`src/hdl/sfrc_pkg.sv`:
```
// Shared types and constants for the salted FIFO read cache.
package sfrc_pkg;

  // Fixed field widths of the words on the item channels
  localparam int unsigned INDEX_W = 32;
  localparam int unsigned SALT_W  = 32;
  localparam int unsigned DATA_W  = 64;
  localparam int unsigned SLOT_W  = 3;
  localparam int unsigned ACT_W   = 4;

  // Configuration register map (register index, byte address / 4)
  localparam logic REG_ACTIVE_ENTRIES = 1'b0;

  // Reset value of the active_entries register
  localparam logic [ACT_W-1:0] ACTIVE_ENTRIES_RST = 4'd8;

  // Command codes
  localparam logic CMD_PLAIN  = 1'b0;
  localparam logic CMD_SALTED = 1'b1;

  typedef struct packed {
    logic               cmd;
    logic [INDEX_W-1:0] lookup_index;
    logic [SALT_W-1:0]  salt_in;
    logic [SALT_W-1:0]  fresh_salt;
    logic [DATA_W-1:0]  fill_data;
  } in_word_t;

  typedef struct packed {
    logic [SALT_W-1:0] salt_out;
    logic [DATA_W-1:0] data_out;
    logic              hit;
    logic [SLOT_W-1:0] slot;
  } out_word_t;

  typedef enum logic [1:0] {
    ST_IDLE,
    ST_SCAN,
    ST_RESP
  } eng_state_t;

endpackage

```
`src/hdl/sfrc_ram.sv`:
```
// Generic single-write, single-read synchronous RAM with registered read data.
module sfrc_ram #(
  parameter int unsigned WIDTH = 8,
  parameter int unsigned DEPTH = 8
) (
  input  logic                                   clk,
  input  logic                                   wr_en,
  input  logic [(DEPTH > 1 ? $clog2(DEPTH) : 1)-1:0] wr_addr,
  input  logic [WIDTH-1:0]                       wr_data,
  input  logic                                   rd_en,
  input  logic [(DEPTH > 1 ? $clog2(DEPTH) : 1)-1:0] rd_addr,
  output logic [WIDTH-1:0]                       rd_data
);

  logic [WIDTH-1:0] mem [DEPTH];

  always_ff @(posedge clk) begin
    if (wr_en) begin
      mem[wr_addr] <= wr_data;
    end
    if (rd_en) begin
      rd_data <= mem[rd_addr];
    end
  end

endmodule

```
`src/hdl/sfrc_engine.sv`:
```
// Lookup and fill engine: tag scan over the entry RAM, valid marks, round-robin pointer.
module sfrc_engine #(
  parameter int unsigned ENTRIES    = 8,
  parameter int unsigned DATA_BYTES = 8,
  parameter int unsigned SALT_BYTES = 4
) (
  input  logic                          clk,
  input  logic                          rst,
  input  logic [sfrc_pkg::ACT_W-1:0]    active_entries,
  input  logic                          req_valid,
  input  sfrc_pkg::in_word_t            req,
  output logic                          busy,
  output logic                          res_valid,
  output sfrc_pkg::out_word_t           res,
  input  logic                          res_take
);

  localparam int unsigned IW = (ENTRIES > 1) ? $clog2(ENTRIES) : 1;
  localparam int unsigned CW = $clog2(ENTRIES + 1);
  localparam int unsigned NW = $clog2(ENTRIES + 1);
  localparam int unsigned SW = (SALT_BYTES >= 4) ? 32 : 8 * SALT_BYTES;
  localparam int unsigned DW = 8 * DATA_BYTES;
  localparam int unsigned EW = sfrc_pkg::INDEX_W + SW + DW;

  sfrc_pkg::eng_state_t state, state_next;

  sfrc_pkg::in_word_t req_q;
  logic [CW-1:0]      cnt;
  logic               rd_pend;
  logic [IW-1:0]      rd_addr_q;
  logic               found;
  logic               salt_ok;
  logic [IW-1:0]      found_slot;
  logic [SW-1:0]      found_salt;
  logic [DW-1:0]      found_data;
  logic [ENTRIES-1:0] entry_valid;
  logic [IW-1:0]      next_slot;

  logic               rd_en;
  logic               wr_en;
  logic [EW-1:0]      rd_data;
  logic [EW-1:0]      wr_data;

  logic [sfrc_pkg::INDEX_W-1:0] rd_index;
  logic [SW-1:0]                rd_salt;
  logic [DW-1:0]                rd_dat;
  logic [SW-1:0]                req_salt;
  logic [SW-1:0]                req_fresh;
  logic [DW-1:0]                req_data;

  logic [NW-1:0] act_n;
  logic [IW-1:0] fill_slot;
  logic [NW-1:0] fill_plus;
  logic [IW-1:0] slot_after;
  logic          is_hit;
  logic          scan_done;

  assign rd_index  = rd_data[EW-1 -: sfrc_pkg::INDEX_W];
  assign rd_salt   = rd_data[DW +: SW];
  assign rd_dat    = rd_data[DW-1:0];
  assign req_salt  = req_q.salt_in[SW-1:0];
  assign req_fresh = req_q.fresh_salt[SW-1:0];
  assign req_data  = req_q.fill_data[DW-1:0];
  assign wr_data   = {req_q.lookup_index, req_fresh, req_data};

  // Clamp the active count to 1..ENTRIES
  always_comb begin
    if (active_entries == '0) begin
      act_n = NW'(1);
    end else if (32'(active_entries) > ENTRIES) begin
      act_n = NW'(ENTRIES);
    end else begin
      act_n = NW'(active_entries);
    end
  end

  // Round-robin slot; wrap to slot 0 if the pointer lies beyond a lowered count
  always_comb begin
    if (NW'(next_slot) >= act_n) begin
      fill_slot = '0;
    end else begin
      fill_slot = next_slot;
    end
    fill_plus = NW'(fill_slot) + NW'(1);
    if (fill_plus == act_n) begin
      slot_after = '0;
    end else begin
      slot_after = IW'(fill_plus);
    end
  end

  assign is_hit    = (req_q.cmd == sfrc_pkg::CMD_SALTED) && found && salt_ok;
  assign scan_done = (cnt == CW'(ENTRIES)) && !rd_pend;

  // Next state
  always_comb begin
    state_next = state;
    case (state)
      sfrc_pkg::ST_IDLE: begin
        if (req_valid) state_next = sfrc_pkg::ST_SCAN;
      end
      sfrc_pkg::ST_SCAN: begin
        if (scan_done) state_next = sfrc_pkg::ST_RESP;
      end
      sfrc_pkg::ST_RESP: begin
        if (res_take) state_next = sfrc_pkg::ST_IDLE;
      end
      default: state_next = sfrc_pkg::ST_IDLE;
    endcase
  end

  // State outputs
  always_comb begin
    busy      = 1'b1;
    res_valid = 1'b0;
    rd_en     = 1'b0;
    wr_en     = 1'b0;
    case (state)
      sfrc_pkg::ST_IDLE: begin
        busy = 1'b0;
      end
      sfrc_pkg::ST_SCAN: begin
        rd_en = (cnt != CW'(ENTRIES));
      end
      sfrc_pkg::ST_RESP: begin
        res_valid = 1'b1;
        wr_en     = res_take && !is_hit;
      end
      default: begin
        busy = 1'b1;
      end
    endcase
  end

  always_comb begin
    if (is_hit) begin
      res.salt_out = 32'(found_salt);
      res.data_out = 64'(found_data);
      res.hit      = 1'b1;
      res.slot     = sfrc_pkg::SLOT_W'(found_slot);
    end else begin
      res.salt_out = 32'(req_fresh);
      res.data_out = 64'(req_data);
      res.hit      = 1'b0;
      res.slot     = sfrc_pkg::SLOT_W'(fill_slot);
    end
  end

  always_ff @(posedge clk) begin
    if (rst) begin
      state       <= sfrc_pkg::ST_IDLE;
      entry_valid <= '0;
      next_slot   <= '0;
      rd_pend     <= 1'b0;
      found       <= 1'b0;
      cnt         <= '0;
    end else begin
      state <= state_next;
      case (state)
        sfrc_pkg::ST_IDLE: begin
          if (req_valid) begin
            cnt     <= '0;
            rd_pend <= 1'b0;
            found   <= 1'b0;
          end
        end
        sfrc_pkg::ST_SCAN: begin
          if (rd_en) cnt <= cnt + CW'(1);
          rd_pend <= rd_en;
          // At most one valid entry per index, so the first match is the only one
          if (rd_pend && entry_valid[rd_addr_q] && rd_index == req_q.lookup_index) begin
            found <= 1'b1;
          end
        end
        sfrc_pkg::ST_RESP: begin
          if (wr_en) begin
            // Drop the older mapping, then claim the fill slot
            if (found) entry_valid[found_slot] <= 1'b0;
            entry_valid[fill_slot] <= 1'b1;
            next_slot              <= slot_after;
          end
        end
        default: begin
          cnt <= '0;
        end
      endcase
    end
  end

  // Payload registers
  always_ff @(posedge clk) begin
    if (state == sfrc_pkg::ST_IDLE && req_valid) begin
      req_q <= req;
    end
    rd_addr_q <= cnt[IW-1:0];
    if (state == sfrc_pkg::ST_SCAN && rd_pend && entry_valid[rd_addr_q]
        && rd_index == req_q.lookup_index) begin
      found_slot <= rd_addr_q;
      salt_ok    <= (rd_salt == req_salt);
      found_salt <= rd_salt;
      found_data <= rd_dat;
    end
  end

  sfrc_ram #(
    .WIDTH (EW),
    .DEPTH (ENTRIES)
  ) u_entry_ram (
    .clk     (clk),
    .wr_en   (wr_en),
    .wr_addr (fill_slot),
    .wr_data (wr_data),
    .rd_en   (rd_en),
    .rd_addr (cnt[IW-1:0]),
    .rd_data (rd_data)
  );

endmodule

```
`src/hdl/salted_fifo_read_cache_top.sv`:
```
// Top level of the salted FIFO read cache: APB register, item channels, output register.
// Flow: the engine reads all ENTRIES tags through the single read port of the entry RAM,
//   compares the last read, winds the scan down, then loads the result word into the
//   output register from its response state once that register is free. A new word is
//   taken only in the idle state that follows, never while the last one is in flight.
// Reset (rst, synchronous): clears all valid marks, the round-robin pointer and the
//   output valid flag; active_entries returns to 8. RAM contents are left as they are.
module salted_fifo_read_cache_top #(
  parameter int unsigned ENTRIES    = 8,
  parameter int unsigned DATA_BYTES = 8,
  parameter int unsigned SALT_BYTES = 4
) (
  input  logic                clk,
  input  logic                rst,
  // input item channel
  input  logic                in_valid,
  output logic                in_stall,
  input  sfrc_pkg::in_word_t  in_word,
  // result channel
  output logic                out_valid,
  input  logic                out_stall,
  output sfrc_pkg::out_word_t out_word,
  // configuration port
  input  logic                psel,
  input  logic                penable,
  input  logic                pwrite,
  input  logic [2:0]          paddr,
  input  logic [31:0]         pwdata,
  output logic [31:0]         prdata,
  output logic                pready
);

  logic [sfrc_pkg::ACT_W-1:0] active_entries;
  logic                       cfg_wr;
  logic                       eng_busy;
  logic                       res_valid;
  logic                       res_take;
  sfrc_pkg::out_word_t        res;

  // Configuration: single register at byte addresses 0 to 3 (paddr[2] low); addresses 4 to 7 read zero
  assign pready = 1'b1;
  assign cfg_wr = psel && penable && pwrite && pready
                  && (paddr[2] == sfrc_pkg::REG_ACTIVE_ENTRIES);

  always_ff @(posedge clk) begin
    if (rst) begin
      active_entries <= sfrc_pkg::ACTIVE_ENTRIES_RST;
    end else if (cfg_wr) begin
      active_entries <= pwdata[sfrc_pkg::ACT_W-1:0];
    end
  end

  always_comb begin
    if (paddr[2] == sfrc_pkg::REG_ACTIVE_ENTRIES) begin
      prdata = 32'(active_entries);
    end else begin
      prdata = '0;
    end
  end

  // Hold input off while the engine works on an item; the engine takes the word
  // straight off the port in its idle cycle.
  assign in_stall = eng_busy;

  // Output register: load a finished result whenever the slot is empty or draining,
  // so the engine is free for the next word while this one waits downstream.
  assign res_take = !out_valid || !out_stall;

  always_ff @(posedge clk) begin
    if (rst) begin
      out_valid <= 1'b0;
    end else if (res_take) begin
      out_valid <= res_valid;
    end
  end

  always_ff @(posedge clk) begin
    if (res_take && res_valid) begin
      out_word <= res;
    end
  end

  sfrc_engine #(
    .ENTRIES    (ENTRIES),
    .DATA_BYTES (DATA_BYTES),
    .SALT_BYTES (SALT_BYTES)
  ) u_engine (
    .clk            (clk),
    .rst            (rst),
    .active_entries (active_entries),
    .req_valid      (in_valid),
    .req            (in_word),
    .busy           (eng_busy),
    .res_valid      (res_valid),
    .res            (res),
    .res_take       (res_take)
  );

endmodule

```
`config.mk`:
```
export PLATFORM = sky130hd
export DESIGN_NAME = salted_fifo_read_cache_top
export DESIGN_NICKNAME = d
export VERILOG_FILES = /design/src/hdl/sfrc_pkg.sv /design/src/hdl/sfrc_ram.sv /design/src/hdl/sfrc_engine.sv /design/src/hdl/salted_fifo_read_cache_top.sv
export SDC_FILE = /design/constraint.sdc
export NUM_CORES = 1
export LEC_CHECK = 0
export ABC_AREA = 0
export BUFFER_PORTS_ARGS = -buffer_cell sky130_fd_sc_hd__buf_2
export CORE_MARGIN = 4
export CORE_UTILIZATION = 40
export DETAILED_ROUTE_END_ITERATION = 10
export PLACE_DENSITY = 0.63
export SYNTH_ARGS = -nofsm -noshare
export SYNTH_HDL_FRONTEND = slang
export SYNTH_SLANG_ARGS = --single-unit
```
`constraint.sdc`:
```
create_clock -name clk -period 18.7 [get_ports clk]
set_input_delay 0 -clock clk [delete_from_list [all_inputs] [get_ports clk]]
set_output_delay 0 -clock clk [all_outputs]
set_load 0.02 [all_outputs]
```
# ---- Yosys cells after proc, flatten, opt, wreduce, memory -nomap -nowiden
# Memory sizes are Yosys's and may differ from the RTL's. A register that Yosys moved wholly into a read port is not among the register bits.
# Index checks and enable logic that the tools add are counted.
dict set report totals {
  mem_bits_ro 0
  in_bits 203
  regBits 388
  mem_bits_rw 1024
  latch_bits 0
  memories 1
}
dict set report op_classes {
  mul 0
  eq_ne 12
  reduce_logical 29
  n_shift 0
  n_mux 33
  bitwise_logic 5
  order_cmp 7
  div 0
  add_sub_neg 2
}
# name depth width read_ports rd_clocked_by_memory_dff wr line_no
set memory_table {}
lappend memory_table {u_engine.u_entry_ram.mem 8 128 1 1 1 sfrc_ram.sv:15} ;# logic [WIDTH-1:0] mem [DEPTH];
# cell n
set ops {}
lappend ops {{2-to-1 mux 100 bit} 1}
lappend ops {{== test 32 bit} 2}
lappend ops {{2-to-1 mux 8 bit} 4}
lappend ops {{2-to-1 mux 4 bit} 5}
lappend ops {{logical AND 1 bit} 16}
lappend ops {{< comparator 3 x 4 -> 1 bit (second input constant)} 3}
lappend ops {{case mux 4 bit (3 select lines)} 1}
lappend ops {{2-to-1 mux 1 bit} 11}
lappend ops {{AND reduction 3 bit} 3}
lappend ops {{bitwise AND 8 bit} 1}
lappend ops {{inverter 8 bit} 1}
lappend ops {{bitwise OR 8 bit} 1}
lappend ops {{demux 1 bit (select 3 bit)} 2}
lappend ops {{>= comparator 3 x 1 -> 1 bit (second input constant)} 2}
lappend ops {{2-to-1 mux 2 bit} 3}
lappend ops {{2-to-1 mux 3 bit} 2}
lappend ops {{!= test 2 x 1 -> 1 bit (second input constant)} 3}
lappend ops {{case mux 2 bit (3 select lines)} 1}
lappend ops {{adder 3 x 1 -> 4 bit (second input constant)} 1}
lappend ops {{adder 4 x 1 -> 4 bit (second input constant)} 1}
lappend ops {{== test 4 bit} 1}
lappend ops {{== test 4 bit (second input constant)} 1}
lappend ops {{>= comparator 3 x 4 -> 1 bit} 1}
lappend ops {{> comparator 4 bit (second input constant)} 1}
lappend ops {{13 further kinds} 20}

# ---- Longest topological paths before layout
dict set report depth {
  depth_word 11
  ltp_mapped 12
  depth_no_buf 12
}

# ---- Cells and area by module
# From an unflattened synthesis, not the netlist that was laid out.
dict set report hier_totals {
  cells_unflattened 2601
  area_unflattened_um2 57463.9
}
# mod area_each_um2 seq_area_each_um2 n_inst cells_each
set modules_own_cells {}
lappend modules_own_cells {sfrc_ram 42836.1 34593.2 1 1620}
lappend modules_own_cells {sfrc_engine 11139.4 8277.9 1 823}
lappend modules_own_cells {salted_fifo_read_cache_top 3488.3 3103.0 1 158}

# ---- Least setup slack after synthesis
# No wires, ideal clock.
dict set report synth_path {
  kind {register to register}
  startpoint {register active_entries[2] in the netlist's numbering}
  endpoint {register u_engine.entry_valid[1]}
  t_required_ps 18587
  path_slack_ps 3756
  t_arrival_ps 14831
  stages_incl_launch_ff 9
  synth_period_minus_slack_ps 14944
  path_buffers 0
  cell_sequence {dfxtp_1 > o21ba_2 > nor2_1 > ha_1 > nand2b_4 > a211oi_4 > o21ai_2 > nor4_1 > o21ba_2}
}
dict set report synth_via {
  elab_chain_len 10
  elab_cells_between_ends 12
  classes_between {4 x order compare; 5 x mux; 1 x bitwise; 2 x reduce/logical}
}
# element line_no
set synth_rtl {}
lappend synth_rtl {{start, declared} salted_fifo_read_cache_top.sv:33} ;# logic [sfrc_pkg::ACT_W-1:0] active_entries;
lappend synth_rtl {{start signal, assigned} salted_fifo_read_cache_top.sv:47} ;# active_entries <= sfrc_pkg::ACTIVE_ENTRIES_RST;
lappend synth_rtl {{start signal, assigned} salted_fifo_read_cache_top.sv:49} ;# active_entries <= pwdata[sfrc_pkg::ACT_W-1:0];
lappend synth_rtl {{> comparator 4 bit} sfrc_engine.sv:70} ;# end else if (32'(active_entries) > ENTRIES) begin
lappend synth_rtl {{2-to-1 mux 4 bit} sfrc_engine.sv:70}
lappend synth_rtl {{2-to-1 mux 4 bit (*)} sfrc_engine.sv:68} ;# if (active_entries == '0) begin
lappend synth_rtl {{>= comparator 3 x 4 -> 1 bit (*)} sfrc_engine.sv:79} ;# if (NW'(next_slot) >= act_n) begin
lappend synth_rtl {{2-to-1 mux 3 bit (*)} sfrc_engine.sv:79}
lappend synth_rtl {{< comparator 3 x 4 -> 1 bit (implied by the code) or >= comparator 3 x 1 -> 1 bit (tied branches)} sfrc_engine.sv:179} ;# entry_valid[fill_slot] <= 1'b1;
lappend synth_rtl {{logical AND 1 bit (implied by the code)} sfrc_engine.sv:179}
lappend synth_rtl {{2-to-1 mux 1 bit (implied by the code)} sfrc_engine.sv:179}
lappend synth_rtl {{demux 1 bit (select 3 bit) (*)} n/a}
lappend synth_rtl {{bitwise OR 8 bit (no source line) (*)} n/a}
lappend synth_rtl {{end signal, assigned} sfrc_engine.sv:152} ;# entry_valid <= '0;
lappend synth_rtl {{end signal, assigned by index} sfrc_engine.sv:178} ;# if (found) entry_valid[found_slot] <= 1'b0;
lappend synth_rtl {{end signal, assigned by index} sfrc_engine.sv:179}
lappend synth_rtl {{end, declared} sfrc_engine.sv:36} ;# logic [ENTRIES-1:0] entry_valid;
# Mark *: on every way between the ends. The rest lies on a longest branch, timed or not.
# A chain may end at the register's enable or synchronous reset.

# ---- Worst setup path after layout
dict set report layout_path {
  startpoint {register active_entries[2] in the netlist's numbering}
  endpoint {memory u_engine.u_entry_ram.mem[6][58] in the netlist's numbering, enable pin}
}
dict set report layout_via {
  elab_chain_len 5
  elab_cells_between_ends 6
  classes_between {2 x order compare; 3 x mux; 1 x reduce/logical}
}
# element line_no
set layout_rtl {}
lappend layout_rtl {{> comparator 4 bit} sfrc_engine.sv:70}
lappend layout_rtl {{2-to-1 mux 4 bit} sfrc_engine.sv:70}
lappend layout_rtl {{2-to-1 mux 4 bit (*)} sfrc_engine.sv:68}
lappend layout_rtl {{>= comparator 3 x 4 -> 1 bit (*)} sfrc_engine.sv:79}
lappend layout_rtl {{2-to-1 mux 3 bit (*)} sfrc_engine.sv:79}
lappend layout_rtl {{end, declared} sfrc_ram.sv:15}
# Marked as above.

==> impl_results.md <==
* Part of the power in registers at 53.4%
* # DRC at 0
* Post-DR wirelength/cell at 23.7 um
* Reg-to-reg critical path endpoint: u_engine.u_entry_ram.mem[6][58]
* Top cells by area, synth: edfxtp_1 80%, mux4_2 10%, mux2_2 2.6%
* P per Cell Area at 106 nW/um2
* Minimum clock period at 4720 ps
* Synth warn at 0
* Slowest cell on crit path: buf_4
* Clk Latency, worst-skew pair at 790 ps
* Post-synth top cells: 1,513 x edfxtp_1, 297 x nand2_1, 258 x mux4_2
* Routability Congestion at 0.720
* Setup tns final at 0 ps
* CP startpoint: active_entries[2]
* Worst Path Arrival at 5120 ps
* Final Hold Viols at 0
* Via/cell ratio at 5.09
* Run status: finished, final reports clean
* Most frequent CP cell: buf_4
* DRT Wirelength at 126,000 um
* Worst Path Buf+Inv at 3
* Vias in the first global route at ~29,000
* Sw Pwr at 1.53 mW
* Clock Skews at 54.4 ps
* Max Cap Viol at 0
* Yosys top cell area share at 80.0%
* Fill cell count at 11,367
* Clock root cell: clkbuf_16
* RSZ-0062 raised after global routing: no
* Die X at 385 um
* Placed instance count at about 4,700
* Synth unique cells at 59
* Crit share post-route at 25.2%
* Gr usage total at roughly 17%
* Most common cell in the synthesized netlist: edfxtp_1
* Clock Sinks at 1,540
* Leakage at between 20 and 25 nW
* Initial Util at 40.5%
* Comb power frac at 3.6%
* NumNets Final at 3,507
* Crit Path Class: register to register
* Layout cells sized above 1 at 28.1%
* Cells on worst reg2reg path at 10
* First-pass GRT wire length at 186,000 um
* Post-synth ARST share at 0%
* Tightest Hold Check Type: input pin to register
* CTS buffer count at 161
* Finished Cell Area at just under 70,000 um2
* Port Buffers at 278
* F_max at 212 MHz
* Number of diodes at 0
* Drt pass-1 iters at 5
* IO Pins at 338
* CTS max path bufs at 3
* Register-to-register setup slack at approximately 14,000 ps
* Rel. slew slack at 27.9%
* Main synth FF type: edfxtp_1
* Synthesized area per cell at 22.0 um2
* Critical path depth at 10
* Dpl hpwl at between 60,000 and 70,000 um
* Final ANT Viol Nets at 0
* Worst path top cell family by delay: buffers and inverters
* Post-DP Area at between 60,000 and 70,000 um2
* H-tree Lvls at 4
* End of the critical path: u_engine.u_entry_ram.mem[6][58]
* Startpoint types: register
* Setup violators final at 0
* Worst-margin pin slew at 1080 ps
* Via count at 27,017
* Non-filler cells in the finished layout at 5,305
* Critical-path cell list: o21ba_2, nor2_1, ha_1, nand2b_4, a211oi_4, nor2_2, or4_1, inv_6, buf_4, buf_4
* Initial antenna violation count at 5
* Seq/Total Area, Yosys at 81.0%
* Detailed Route Iter0 Violations at 2,241
* Synthesized netlist cell count at 2,577
* Yosys top cell by area: edfxtp_1
* Final core occ at 49.1%
* Flops & latches, synth at 1,540
* Cell Int Power at 5.77 mW
* Largest net degree at the start of global routing at 115
* Maximum vdd ir drop at 0.0831 mV
* CP Capture Type: register
* Die area at 148,000 um2
* Number of synthesized flops with an enable pin at 1,513
* CP max FO at 52
* Worst r2r src: active_entries[2]
* Congestion Overflow GR at 0
* Sw frac at 20.9%
* Layout area overhead at 21.3%
* Clock share of power at 43.0%
* Core area at 140,000 um2
* # rows at 137
* Post-Syn Area at roughly 57,000 um2
* Worst endpoint required time at 19,110 ps
* Slew Viols, Final at 0
* Die Ht at 385 um
* Largest stage delay on the critical path at ~900 ps
* CTS tree: done
* Clock-pin slew on the worst setup and hold paths at 60 ps
power by group through the flow:
stage / registers [mW] / logic [mW] / clock network, mW
after floorplan: 3.95 / 0.172 / 0
after global placement: 3.96 / 0.213 / 0
after detailed placement: 3.97 / 0.214 / 0
after CTS: 3.89 / 0.268 / 3.21
after global routing: 3.90 / 0.289 / 3.37
final: 3.89 / 0.265 / 3.14
per-stage QoR:
stage	hold WS [ps]	power, mW	setup slack, ps
after floorplan	78.1	4.12	3760
after global placement	177	4.18	13930
after detailed placement	178	4.18	13940
after CTS	123	7.38	13910
after global routing	177	7.56	13710
final	185	7.30	13980
worst min-delay path, cell delays in order:
cell and delay (ps):
dlygate4sd3_1 530, buf_2 110, o21ai_0 90, a21oi_1 150
nor2_1 40
how the worst min path moves through the flow:
stage / start / endpoint / slack (ps) / cells after the start
after detailed placement: in_word[78] / u_engine.req_fresh[14] / 180 / 1
after CTS: rst / u_engine.rd_pend / 120 / 3
after global routing: in_valid / u_engine.rd_pend / 180 / 5
after global placement: in_word[64] / u_engine.req_fresh[0] / 180 / 1
after floorplan: paddr[2] / prdata[0] / 80 / 1
final: in_valid / u_engine.rd_pend / 180 / 5
cells by family (layout without fill, tap and decap cells):
family | count (synthesis) | in the layout | synth area share [%]
other | 2 | 29 | 0.0132
AND/OR/NAND/NOR | 378 | 378 | 2.87
buffers and inverters | 143 | 968 | 1.51
adder cells (fa/ha/maj) | 6 | 6 | 0.132
AO/OA/AOI/OAI | 47 | 47 | 0.568
XOR/XNOR | 69 | 69 | 1.06
multiplexers | 392 | 392 | 12.9
flip-flops | 1540 | 1540 | 81.0
layout by cell type (no fill, tap or decap), types with 4 or more instances in the layout:
cell type,instances
buf_4,38
xor2_1,67
clkinvlp_4,9
mux2_2,129
clkinv_1,35
ha_1,6
nand4_1,5
edfxtp_1,1513
a21oi_1,14
nand2b_1,6
clkbuf_16,161
mux4_2,258
nor4_1,16
clkinv_16,4
clkinv_8,4
nand2_1,297
o21ai_0,10
inv_1,7
inv_16,6
mux2i_1,5
conb_1,29
clkinv_2,26
buf_2,278
nor2_1,15
inv_6,10
dfxtp_1,24
nor2b_1,5
clkbuf_1,30
bufinv_16,12
dlygate4sd3_1,341
nand3_1,5
area by class of cell:
| cell class | count | area [um2] | share of cell area (%) |
|---|---|---|---|
| Clock buffer | 194 | 4180 | 6.07 |
| Clock inverter | 100 | 1030 | 1.50 |
| Inverter | 15 | 93.8 | 0.136 |
| Multi-Input combinational cell | 921 | 10100 | 14.7 |
| Sequential cell | 1540 | 46000 | 66.8 |
| Tap cell | 1876 | 2350 | 3.41 |
| Timing Repair Buffer | 659 | 5130 | 7.45 |
metal layers:
metal	vias up	track usage, %	share of wire, %
met3	165	3.17	5.4
met4	4	4.33	1.8
li1	11805	-	-
met5	-	0	0.025
met2	788	28.4	50
met1	14255	23.4	43
state kept, by name (all words and copies together), names as in the netlist, 8 cells and up:
name / flops
u_engine.entry_valid: 8
u_engine.req_salt: 32
u_engine.found_data: 64
u_engine.req_q: 33
u_engine.u_entry_ram.mem: 1024
u_engine.req_fresh: 32
u_engine.found_salt: 32
u_engine.req_data: 64
u_engine.u_entry_ram.rd_data: 128
out_word: 100
what timing repair did:
item / 4_1_cts / 5_1_grt
hold buffers: 341 / 0
resized for setup: 0 / 0
hold endpoints to repair: 194 / 0
setup buffers: 0 / 0
(Power assumes the default switching activity.)
